`config.mk`:
```
export PLATFORM = sky130hd
export DESIGN_NAME = bhpq_ctrl
export DESIGN_NICKNAME = d
export VERILOG_FILES = /design/src/rtl/bhpq_pkg.sv /design/src/rtl/bhpq_ctrl.sv
export SDC_FILE = /design/constraint.sdc
export NUM_CORES = 1
export LEC_CHECK = 0
export ABC_CLOCK_PERIOD_IN_PS = 1700
export BUFFER_PORTS_ARGS = -buffer_cell sky130_fd_sc_hd__clkbuf_2
export CAP_MARGIN = 20
export CORE_ASPECT_RATIO = 0.7
export CORE_MARGIN = 5
export CORE_UTILIZATION = 30
export CTS_CLUSTER_DIAMETER = 30
export DETAILED_ROUTE_END_ITERATION = 12
export HOLD_SLACK_MARGIN = 0.12
export SETUP_SLACK_MARGIN = 0.02
export SYNTH_ARGS = -nofsm -noshare
export SYNTH_HDL_FRONTEND = slang
export SYNTH_SLANG_ARGS = --single-unit
```
`constraint.sdc`:
```
create_clock -name clk -period 1.7 [get_ports clk]
set_input_delay 0.085 -clock clk [delete_from_list [all_inputs] [get_ports clk]]
set_output_delay 0.085 -clock clk [all_outputs]
set_load 0.01 [all_outputs]
```
`src/rtl/bhpq_pkg.sv`:
```
package bhpq_pkg;

    localparam int DEFAULT_CAPACITY  = 256;
    localparam int DEFAULT_KEY_WIDTH = 32;
    localparam int DEFAULT_TAG_WIDTH = 16;

    localparam logic [1:0] CMD_PUSH   = 2'd0;
    localparam logic [1:0] CMD_POP    = 2'd1;
    localparam logic [1:0] CMD_PEEK   = 2'd2;
    localparam logic [1:0] CMD_REMOVE = 2'd3;

    localparam logic [1:0] ST_OK       = 2'd0;
    localparam logic [1:0] ST_EMPTY    = 2'd1;
    localparam logic [1:0] ST_FULL     = 2'd2;
    localparam logic [1:0] ST_NOTFOUND = 2'd3;

    typedef enum logic [4:0] {
        S_IDLE,
        S_DISPATCH,
        S_RD_ROOT,
        S_TAKE,
        S_RD_LAST,
        S_POP_LAST,
        S_AFTER_LAST,
        S_SU_CHK,
        S_SU_RD,
        S_SU_CMP,
        S_SD_CHK,
        S_SD_RDL,
        S_SD_LATL,
        S_SD_RDR,
        S_SD_CMPR,
        S_SD_DEC,
        S_SC_RD,
        S_SC_CMP,
        S_FINISH
    } state_t;

    typedef enum logic [4:0] {
        OP_NONE,
        OP_LOAD,
        OP_SET_FULL,
        OP_SET_EMPTY,
        OP_SET_NOTFOUND,
        OP_PUSH_START,
        OP_RD_ROOT,
        OP_TAKE_OUT,
        OP_RD_LAST,
        OP_POP_LAST,
        OP_SU_RD,
        OP_SU_MOVE,
        OP_WR_E,
        OP_SD_RDL,
        OP_SD_LATL,
        OP_SD_RDR,
        OP_SD_CMPR,
        OP_SD_MOVE,
        OP_SC_RD,
        OP_SC_NEXT,
        OP_SC_HIT,
        OP_DONE
    } dp_op_t;

    typedef struct packed {
        logic [1:0] cmd;
        logic       cnt_zero;
        logic       cnt_full;
        logic       hole_zero;
        logic       hole_last;
        logic       su_beats;
        logic       left_out;
        logic       right_out;
        logic       sd_beats;
        logic       tag_hit;
        logic       scan_end;
        logic       out_free;
    } dp_stat_t;

endpackage

```
`src/rtl/bhpq_ctrl.sv`:
```
module bhpq_ctrl (
    input  logic              clk,
    input  logic              rst_n,
    input  logic              in_valid,
    output logic              in_ready,
    input  bhpq_pkg::dp_stat_t stat,
    output bhpq_pkg::dp_op_t   op
);
    import bhpq_pkg::*;

    state_t state_reg;
    state_t state_next;

    always_ff @(posedge clk or negedge rst_n)
    begin
        if (!rst_n)
        begin
            state_reg <= S_IDLE;
        end
        else
        begin
            state_reg <= state_next;
        end
    end

    always_comb
    begin
        state_next = state_reg;
        op         = OP_NONE;
        in_ready   = 1'b0;
        unique case (state_reg)
            S_IDLE:
            begin
                in_ready = 1'b1;
                if (in_valid)
                begin
                    op         = OP_LOAD;
                    state_next = S_DISPATCH;
                end
            end
            S_DISPATCH:
            begin
                case (stat.cmd)
                    CMD_PUSH:
                    begin
                        if (stat.cnt_full)
                        begin
                            op         = OP_SET_FULL;
                            state_next = S_FINISH;
                        end
                        else
                        begin
                            op         = OP_PUSH_START;
                            state_next = S_SU_CHK;
                        end
                    end
                    CMD_REMOVE:
                    begin
                        if (stat.cnt_zero)
                        begin
                            op         = OP_SET_NOTFOUND;
                            state_next = S_FINISH;
                        end
                        else
                        begin
                            state_next = S_SC_RD;
                        end
                    end
                    default:
                    begin
                        if (stat.cnt_zero)
                        begin
                            op         = OP_SET_EMPTY;
                            state_next = S_FINISH;
                        end
                        else
                        begin
                            state_next = S_RD_ROOT;
                        end
                    end
                endcase
            end
            S_RD_ROOT:
            begin
                op         = OP_RD_ROOT;
                state_next = S_TAKE;
            end
            S_TAKE:
            begin
                op         = OP_TAKE_OUT;
                state_next = (stat.cmd == CMD_POP) ? S_RD_LAST : S_FINISH;
            end
            S_RD_LAST:
            begin
                op         = OP_RD_LAST;
                state_next = S_POP_LAST;
            end
            S_POP_LAST:
            begin
                op         = OP_POP_LAST;
                state_next = S_AFTER_LAST;
            end
            S_AFTER_LAST:
            begin
                // The removed slot was the last one, so nothing has to move.
                if (stat.hole_last)
                begin
                    state_next = S_FINISH;
                end
                else if (stat.cmd == CMD_REMOVE)
                begin
                    state_next = S_SU_CHK;
                end
                else
                begin
                    state_next = S_SD_CHK;
                end
            end
            S_SU_CHK:
            begin
                if (!stat.hole_zero)
                begin
                    state_next = S_SU_RD;
                end
                else if (stat.cmd == CMD_REMOVE)
                begin
                    state_next = S_SD_CHK;
                end
                else
                begin
                    op         = OP_WR_E;
                    state_next = S_FINISH;
                end
            end
            S_SU_RD:
            begin
                op         = OP_SU_RD;
                state_next = S_SU_CMP;
            end
            S_SU_CMP:
            begin
                if (stat.su_beats)
                begin
                    op         = OP_SU_MOVE;
                    state_next = S_SU_CHK;
                end
                else if (stat.cmd == CMD_REMOVE)
                begin
                    state_next = S_SD_CHK;
                end
                else
                begin
                    op         = OP_WR_E;
                    state_next = S_FINISH;
                end
            end
            S_SD_CHK:
            begin
                if (stat.left_out)
                begin
                    op         = OP_WR_E;
                    state_next = S_FINISH;
                end
                else
                begin
                    state_next = S_SD_RDL;
                end
            end
            S_SD_RDL:
            begin
                op         = OP_SD_RDL;
                state_next = S_SD_LATL;
            end
            S_SD_LATL:
            begin
                op         = OP_SD_LATL;
                state_next = stat.right_out ? S_SD_DEC : S_SD_RDR;
            end
            S_SD_RDR:
            begin
                op         = OP_SD_RDR;
                state_next = S_SD_CMPR;
            end
            S_SD_CMPR:
            begin
                op         = OP_SD_CMPR;
                state_next = S_SD_DEC;
            end
            S_SD_DEC:
            begin
                if (stat.sd_beats)
                begin
                    op         = OP_SD_MOVE;
                    state_next = S_SD_CHK;
                end
                else
                begin
                    op         = OP_WR_E;
                    state_next = S_FINISH;
                end
            end
            S_SC_RD:
            begin
                op         = OP_SC_RD;
                state_next = S_SC_CMP;
            end
            S_SC_CMP:
            begin
                if (stat.tag_hit)
                begin
                    op         = OP_SC_HIT;
                    state_next = S_RD_LAST;
                end
                else if (stat.scan_end)
                begin
                    op         = OP_SET_NOTFOUND;
                    state_next = S_FINISH;
                end
                else
                begin
                    op         = OP_SC_NEXT;
                    state_next = S_SC_RD;
                end
            end
            S_FINISH:
            begin
                if (stat.out_free)
                begin
                    op         = OP_DONE;
                    state_next = S_IDLE;
                end
            end
            default:
            begin
                state_next = S_IDLE;
            end
        endcase
    end

endmodule

```
==> reports/results.ini, run 1 <==
[timing]
period_needed_ps=1990
hold_viol=0
timing.fmax_mhz=502
slew_headroom_pct=74.9
worst_pin_slew_ps=373
rsz0062_at_grt=yes
fin_crit_sh_pct=117
setup_viol=10
maxSlewViolCount=0
layout_setup_ws_ps=-292
clock-skew-final_ps=5.19
tns_ps=-1460

[worst_setup_path]
crit_required_ps=1620
regToRegEndpoint=state_reg[4]
crit_path_max_fanout=3
start_kind=flip-flop
criticalPathCategory=reg -> out
timing.rr.start=state_reg[2]
critPathCaptureType=output port
crit_end=op[1]
rr_worst_depth=5
r2r_slack_ps=-160
arrival_ps=1910
cp-startpoint=state_reg[3]

[flow_run]
drv_cap=0

[synth]
async_flop_share_pct=100
synth_flop_cell=dfrtp_1
post-synth-top-count-cell=inv_1
synth_seq_area_share_pct=12.4
netlist_area_mm2=0.00101
synth.largest_area_cell=dfrtp_1
yosysWarnings=0
synth_enable_flop_cells=0
yosys-top-cells-count=inv_1, o21ai_0, a21oi_1, nand2_1, nor2_1
syn_nets=152
synth_area_leaders=dfrtp_1, clkbuf_8, o21ai_0
ys_seq_elements=5
netlist.area_leader.share_pct=12.4
avgSynthCellArea_um2=7.59
yosys.cell_types.count=52
synthCells=133

[placement]
place_hpwl_mm=2.73
portBuffers=21
dpl-instance-area_mm2=0.00124
dpl.cell_count=203
gp_congestion=0.892

[floorplan]
row_count=17
design.core.area_mm2=0.00319
ios=22
fp.dieW_um=79.3
start_util_pct=31.6
dieArea_mm2=0.00464
die_height_um=58.5

[final_layout]
drive_gt1_share_pct=46.9
largest_reg_flops=5
regArea_um2=130
n_antenna_cell=0
multi_input_area_um2=818
fillCellCount=317
fin_area_mm2=0.00148
area_growth_pct=46.6
layoutNonFillerInstCount=215
nets=197

[global_route]
antenna_found_initial=0
grt_pass1_vias=1109
overflow=0
grt_pass1_wl_mm=5.42
grt_max_degree=22
grt_usage_pct=14.9

[outcome]
run_status=complete, but fails checks
violations=setup timing

[drt]
routed_wl_mm=3.64
vias_per_cell=5.60
postRouteAntennaNets=0
drc=0
vias=1204
first_pass_iters=4
drtIter0Drc=85
wl_per_cell_um=16.9

[power]
power.leakage_nw=0.630
ir_drop_mv=0.705
power_density_mw_per_mm2=1630
p_total_w=0.00242

[clock_tree]
cts_root_buf=clkbuf_8
clkTransAtPathRegs_ps=40
cts.sinks=5
cts_tree=yes
clkLatencyLatePin_ps=230
htreeDepth=1
cts_inserted_buffers=3
cts_buffer_depth=2

[min_path]
holdCritPathClass=in -> async

==> worst min path at each step <==
stage | from | end | slack, ps | cells past startpoint
3_3_place_gp | rst_n | state_reg[0] | -90 | 1
5_1_grt | rst_n | state_reg[1] | 240 | 2
6_report | rst_n | state_reg[1] | 210 | 2
4_1_cts | rst_n | state_reg[1] | 210 | 2
3_5_place_dp | rst_n | state_reg[2] | -90 | 1
2_1_floorplan | rst_n | state_reg[0] | -210 | 0
==> per-stage QoR <==
step / hold slack (ps) / worst slack (ps) / util [%]
final: 213 / -292 / 46.4
after global routing: 238 / -338 / 46.4
after CTS: 213 / -286 / 42.5
after detailed placement: -91.7 / -69.2 / 38.7
after global placement: -92.1 / -53.8 / 38.7
after floorplan: -211 / 56.1 / -
==> cells by family (layout without fill, tap and decap cells) <==
group	Yosys count	after routing	share of synthesized area, %
buf+inv	26	70	15.7
compound gates	50	50	38.4
fa+ha+maj	3	3	3.72
flops	5	5	12.4
simple gates	49	49	29.7
==> layer usage <==
metal,vias to the layer above,part of all wire [%],global-route usage [%]
li1,596,-,-
met1,566,50,21.6
met2,36,44,22.4
met3,6,4.6,3.67
met4,0,0.96,3.19
met5,-,0,0
==> report_power, final <==
group / internal (W) / switching, W / leakage (nW)
Combinational: 0.000950 / 0.000958 / 0.550
Sequential: 0.000182 / 0.0000992 / 0.0581
Clock: 0.000162 / 0.0000685 / 0.0228
Total: 0.00129 / 0.00113 / 0.630
==> area by class of cell <==
type                            instances  area share, %
Sequential cell                         5           8.79
Clock buffer                            4           3.04
Timing Repair Buffer                   54           26.6
Tap cell                               38           3.21
Inverter                               12           3.04
Multi-Input combinational cell        102           55.3
==> cell usage in the layout (no fill, tap or decap), types with 5 or more instances in the layout <==
cell and n:
o21ai_0 6, clkbuf_2 18, inv_1 12, a21oi_1 6, buf_4 24, nor3_1 5, nand2_1 6, buf_6 7
==> what timing repair did <==
item	in CTS	in global routing
endpoints found under the setup margin	7	11
buffers inserted	3	4
hold endpoints to repair	5	0
pin swaps	0	8
gates resized for setup	12	27
hold buffers	1	0
==> worst max-delay path, cell delays in order, from the launching register on <==
cell,delay [ps]
dfrtp_2,440
or3b_4,410
or3_4,350
o221a_4,270
o31ai_2,50
buf_2,170
Note: power is estimated with default switching activity, not from simulation.
==> inputs of run 2 (changes only) <==
--- a/config.mk
+++ b/config.mk
@@ -6,13 +6,13 @@
 export NUM_CORES = 1
 export LEC_CHECK = 0
 export ABC_CLOCK_PERIOD_IN_PS = 1700
-export BUFFER_PORTS_ARGS = -buffer_cell sky130_fd_sc_hd__clkbuf_2
 export CAP_MARGIN = 20
 export CORE_ASPECT_RATIO = 0.7
 export CORE_MARGIN = 5
 export CORE_UTILIZATION = 30
 export CTS_CLUSTER_DIAMETER = 30
 export DETAILED_ROUTE_END_ITERATION = 12
+export DONT_BUFFER_PORTS = 1
 export HOLD_SLACK_MARGIN = 0.12
 export SETUP_SLACK_MARGIN = 0.02
 export SYNTH_ARGS = -nofsm -noshare
==> run 2 against run 1 <==
  * Largest cell class unchanged
  * Power grew 8.1%
  * Sequential share of layout area decreased by 0.17 points
  * Die area stayed put
  * Sequential power about the same
  * Non-clock buffer count shrank 16
  * The flow still finishes with violations (setup timing)
==> reports/results.ini, run 2 (same netlist as run 1, synthesis figures left out) <==
[outcome]
run_status=complete, but fails checks
violations=setup timing

[clock_tree]
clkLatencyLatePin_ps=220  ; about the same
cts_tree=yes
cts_buffer_depth=2  ; unchanged
cts_inserted_buffers=3  ; unchanged
clkTransAtPathRegs_ps=40  ; about the same
cts.sinks=5  ; unchanged
cts_root_buf=clkbuf_8
htreeDepth=1  ; unchanged

[global_route]
grt_usage_pct=16.6  ; +1.6 points
antenna_found_initial=0  ; unchanged
overflow=0  ; unchanged
grt_pass1_wl_mm=6.00  ; +11%
grt_pass1_vias=1190  ; +7.3%
grt_max_degree=16  ; -27%

[floorplan]
start_util_pct=31.6  ; unchanged
die_height_um=58.5  ; unchanged
dieArea_mm2=0.00464  ; unchanged
design.core.area_mm2=0.00319  ; unchanged
fp.dieW_um=79.3  ; unchanged
ios=22  ; unchanged
row_count=17  ; unchanged

[worst_setup_path]
crit_path_max_fanout=7  ; +4
crit_chain=or4b_4, a2111oi_4, a31oi_1, o211ai_1
start_kind=flip-flop
crit_required_ps=1620  ; about the same
arrival_ps=1790  ; -120 ps
max_stage_delay_ps=630  ; +190 ps
timing.rr.start=state_reg[1]
slowest_stage=or4b_4
criticalPathCategory=reg -> out
cp.depth=4  ; -1
r2r_slack_ps=-10  ; +150 ps
critPathCaptureType=output port
rr_worst_depth=5  ; unchanged
crit_buf_inv=0  ; -1
critPathTopFamily=simple AND/OR/NAND/NOR gates
regToRegEndpoint=state_reg[0]

[timing]
clock-skew-final_ps=0.751  ; -4.44 ps
layout_setup_ws_ps=-175  ; +117 ps
setup_viol=5  ; -5
period_needed_ps=1870  ; -117 ps
fin_crit_sh_pct=110  ; -6.9 points
hold_viol=0  ; unchanged
slew_headroom_pct=72.6  ; -2.3 points
rsz0062_at_grt=yes
timing.fmax_mhz=533  ; +6.3%
worst_pin_slew_ps=408  ; +34.9 ps
maxSlewViolCount=0  ; unchanged

[placement]
gp_congestion=0.942  ; +5.6%
dpl_worst_slack_ps=-4.32  ; +64.9 ps
dpl.cell_count=183  ; -9.9%
portBuffers=0  ; -100%
place_hpwl_mm=2.62  ; -3.9%

[min_path]
holdCritStartpoint=in_valid
holdCritPathClass=in -> reg
min_to=state_reg[0]
whs_path_depth=3

[drt]
wl_per_cell_um=19.6  ; +16%
vias_per_cell=6.01  ; +7.2%
drc=0  ; unchanged
drtIter0Drc=96  ; +13%
routed_wl_mm=3.91  ; +7.4%
vias=1195  ; -0.75%
postRouteAntennaNets=0  ; unchanged
first_pass_iters=4  ; unchanged

[final_layout]
area_growth_pct=50.9
drive_gt1_share_pct=48.4  ; +1.6 points
largest_reg_flops=5  ; unchanged
final_common_cell=buf_4
layout_common_cells=buf_4, inv_1, buf_6, nand2_1, o21ai_0
nets=181  ; -8.1%
n_antenna_cell=0  ; unchanged
layoutNonFillerInstCount=199  ; -7.4%

[power]
power_density_mw_per_mm2=1720  ; +4.9%
ir_drop_mv=0.749  ; +6.3%
p_total_w=0.00261  ; +8.1%
power.leakage_nw=0.592  ; -6.0%

[flow_run]
drv_cap=0  ; unchanged

==> run 2: changes by cell type in the layout (fill, tap and decap cells not counted), moves of 2 or more <==
cell      change
nor3_2        +3
o21ai_1       -2
buf_4         +4
clkbuf_2     -18
nor3_1        -4
buf_2         -3
o21ai_2       +2
==> run 2: area by class of cell <==
class | instances | area (um^2)
inverter | 12 | 45.0
sequential | 5 | 131
fill | 307 | 1670
clock buffer | 4 | 45.0
timing repair buffer | 38 | 324
multi-input combinational | 102 | 931
tap | 38 | 47.5
==> run 2: where the power goes <==
group	internal, W	switching (W)	total, W	leakage [nW]
Combinational	0.00103	0.00108	0.00211	0.513
Clock	0.000161	0.0000602	0.000221	0.0228
Sequential	0.000184	0.0000947	0.000279	0.0569
==> run 2: worst min-delay path: cells and delay by family <==
family                 cells  cell delay (ps)
AOI/OAI and AO/OA          2              210
buffers and inverters      1               40
==> run 2: stage by stage <==
stage	instance area (um^2)	hold WS [ps]	setup TNS, ps	util (%)
after floorplan	1010	-211	0	-
after global placement	1140	-210	-10.2	35.7
after detailed placement	1140	-210	-4.32	35.7
after CTS	1360	16.2	-438	42.5
after global routing	1520	173	-784	47.8
final	1520	156	-485	47.8
==> run 2: layer usage <==
| metal | wire [um] | GRT usage, % | vias up |
|---|---|---|---|
| li1 | - | - | 563 |
| met1 | 1650 | 21.8 | 556 |
| met2 | 1780 | 24.7 | 70 |
| met3 | 418 | 6.57 | 6 |
| met4 | 55 | 5.64 | 0 |
| met5 | 0 | 0 | - |
==> run 2: worst max-delay path by stage <==
| stage | slack, ps | from | endpoint |
|---|---|---|---|
| 2_1_floorplan | 60 | state_reg[1] | state_reg[4] |
| 3_3_place_gp | -10 | state_reg[2] | op[0] |
| 3_5_place_dp | -4 | state_reg[2] | op[0] |
| 4_1_cts | -150 | state_reg[1] | op[1] |
| 5_1_grt | -230 | state_reg[1] | op[2] |
| 6_report | -170 | state_reg[1] | op[2] |
==> run 2: what timing repair did <==
action                                  in CTS  in global routing
hold buffers                                 1                  1
gates cloned                                 0                  0
gates resized for setup                     31                 21
pin swaps                                    8                 11
endpoints found under the hold margin        6                  1
endpoints found under the setup margin       5                 11
setup buffers                                3                  7
==> inputs of run 3 (changes only) <==
--- a/config.mk
+++ b/config.mk
@@ -6,14 +6,15 @@
 export NUM_CORES = 1
 export LEC_CHECK = 0
 export ABC_CLOCK_PERIOD_IN_PS = 1700
+export BUFFER_PORTS_ARGS = -buffer_cell sky130_fd_sc_hd__clkbuf_2
 export CAP_MARGIN = 20
 export CORE_ASPECT_RATIO = 0.7
 export CORE_MARGIN = 5
 export CORE_UTILIZATION = 30
 export CTS_CLUSTER_DIAMETER = 30
 export DETAILED_ROUTE_END_ITERATION = 12
-export DONT_BUFFER_PORTS = 1
 export HOLD_SLACK_MARGIN = 0.12
+export MAX_ROUTING_LAYER = met4
 export SETUP_SLACK_MARGIN = 0.02
 export SYNTH_ARGS = -nofsm -noshare
 export SYNTH_HDL_FRONTEND = slang
==> run 3 against run 2 <==
  * The run still ends with setup timing left
  * Sequential share of layout area shrank 0.13 points
  * First-iteration DRC count grew 2.1%
  * Global-route usage shrank 0.95 points
  * Final cell count grew 11%
  * Maximum frequency shrank 5.3%
  * Worst hold slack gained 63 ps
==> reports/results.ini, run 3 (same netlist as run 1, synthesis figures left out) <==
[worst_setup_path]
crit_buf_inv=1  ; +1
timing.rr.start=state_reg[2]
rr_worst_depth=6  ; +1
criticalPathCategory=reg -> out
max_stage_delay_ps=440  ; -190 ps
start_kind=flip-flop
critPathTopFamily=simple AND/OR/NAND/NOR gates
critPathCaptureType=output port
crit_path_max_fanout=4  ; -3
crit_chain=or3b_4, or3_4, o221a_4, o31ai_1, buf_2
cp.depth=5  ; +1
r2r_slack_ps=-100  ; -90 ps
crit_required_ps=1620  ; about the same
cp-startpoint=state_reg[3]
slowest_stage=dfrtp_2
arrival_ps=1900  ; +110 ps

[floorplan]
die_height_um=58.5  ; unchanged
row_count=17  ; unchanged
design.core.area_mm2=0.00319  ; unchanged
fp.dieW_um=79.3  ; unchanged
ios=22  ; unchanged
dieArea_mm2=0.00464  ; unchanged
start_util_pct=31.6  ; unchanged

[timing]
rsz0062_at_grt=yes
worst_pin_slew_ps=373  ; -34.9 ps
tns_ps=-1120  ; -632 ps
fin_crit_sh_pct=117  ; +6.2 points
hold_viol=0  ; unchanged
slew_headroom_pct=74.9  ; +2.3 points
setup_viol=6  ; +1
layout_setup_ws_ps=-281  ; -106 ps
whs_ps=219  ; +62.6 ps
timing.fmax_mhz=505  ; -5.3%
clock-skew-final_ps=5.36  ; +4.61 ps
maxSlewViolCount=0  ; unchanged
period_needed_ps=1980  ; +106 ps

[clock_tree]
clkTransAtPathRegs_ps=40  ; about the same
cts.sinks=5  ; unchanged
htreeDepth=1  ; unchanged
clkLatencyLatePin_ps=220  ; about the same
cts_tree=yes
cts_root_buf=clkbuf_8
cts_buffer_depth=2  ; unchanged
cts_inserted_buffers=3  ; unchanged

[drt]
vias_per_cell=5.64  ; -6.0%
drtIter0Drc=98  ; +2.1%
wl_per_cell_um=17.5  ; -11%
drc=0  ; unchanged
postRouteAntennaNets=0  ; unchanged
vias=1247  ; +4.4%
routed_wl_mm=3.86  ; -1.3%
first_pass_iters=4  ; unchanged

[global_route]
overflow=0  ; unchanged
grt_pass1_wl_mm=5.58  ; -6.9%
grt_max_degree=21  ; +5
grt_pass1_vias=1123  ; -5.6%
antenna_found_initial=0  ; unchanged
grt_usage_pct=15.6  ; -0.95 points

[final_layout]
nets=203  ; +12%
drive_gt1_share_pct=48.6  ; +0.19 points
n_antenna_cell=0  ; unchanged
final_util_pct=48.0  ; +0.27 points
largest_reg_flops=5  ; unchanged
layout_common_cells=buf_4, clkbuf_2, inv_1, o21ai_0
final_common_cell=buf_4
area_growth_pct=51.8
fillCellCount=314  ; +2.3%

[power]
pwr-share-seq_pct=10.5  ; -0.2 points
intPower_w=0.00139  ; +0.84%
clockPowerShare_pct=8.8  ; +0.3 points
power_density_mw_per_mm2=1670  ; -2.4%
ir_drop_mv=0.722  ; -3.6%
power_switching_w=0.00118  ; -4.9%
pwr-share-comb_pct=80.8  ; about the same
switching_share_pct=45.8  ; -1.4 points
power.leakage_nw=0.668  ; +13%

[placement]
place_hpwl_mm=2.73  ; +4.2%
gp_congestion=0.855  ; -9.3%
portBuffers=21  ; +21

[outcome]
run_status=complete, but fails checks
violations=setup timing

[min_path]
holdCritPathClass=in -> async

[flow_run]
drv_cap=0  ; unchanged

## run 3: power by group through the flow
stage / combinational (W) / clock (W) / sequential, W
floorplan: 0.00112 / 0 / 0.000195
global placement: 0.00160 / 0 / 0.000241
detailed placement: 0.00160 / 0 / 0.000247
CTS: 0.00171 / 0.000229 / 0.000251
global route: 0.00221 / 0.000242 / 0.000280
finish: 0.00207 / 0.000225 / 0.000268
## run 3: layout make-up
cell class / count / area [um^2] / share of cell area [%]
timing repair buffer: 60 / 447 / 29.1
clock buffer: 4 / 45.0 / 2.94
tap: 38 / 47.5 / 3.10
multi-input combinational: 102 / 818 / 53.4
inverter: 12 / 45.0 / 2.94
sequential: 5 / 130 / 8.49
## run 3: repair_timing
action,CTS,global route
setup endpoints to repair,5,9
buffers inserted,3,7
endpoints found under the hold margin,5,0
hold buffers,1,0
cloned,0,1
gates resized for setup,10,28
pin swaps,3,8
## run 3: worst paths after layout
path / end
worst max-delay path: op[1]
worst min-delay path: state_reg[1]
worst max register to register: state_reg[4]
worst min register to register: state_reg[1]
max in group asynchronous: state_reg[3]
min in group clk: state_reg[1]
## run 3: routing by layer
metal	routed length, um	global-route usage, %	vias up
li1	-	-	606
met1	1840	22.8	596
met2	1770	22.8	45
met3	247	2.75	0
met4	0	2.21	0
met5	0	-	-
## run 3: metrics by stage
stage | setup WS (ps) | instance area [um^2] | total power (W) | instances
2_1_floorplan | 56.1 | 1010 | 0.00131 | 133
3_3_place_gp | -53.3 | 1260 | 0.00184 | 206
3_5_place_dp | -100 | 1260 | 0.00185 | 206
4_1_cts | -264 | 1380 | 0.00219 | 214
5_1_grt | -345 | 1530 | 0.00274 | 221
6_report | -281 | 1530 | 0.00257 | 221
## run 3: worst register-to-register path, stage by stage (launching register included)
cell       delay, ps
dfrtp_2          440
or4b_4           610
buf_4            180
buf_6            110
a2111oi_4        190
nor3_2            70
nand4_1          130
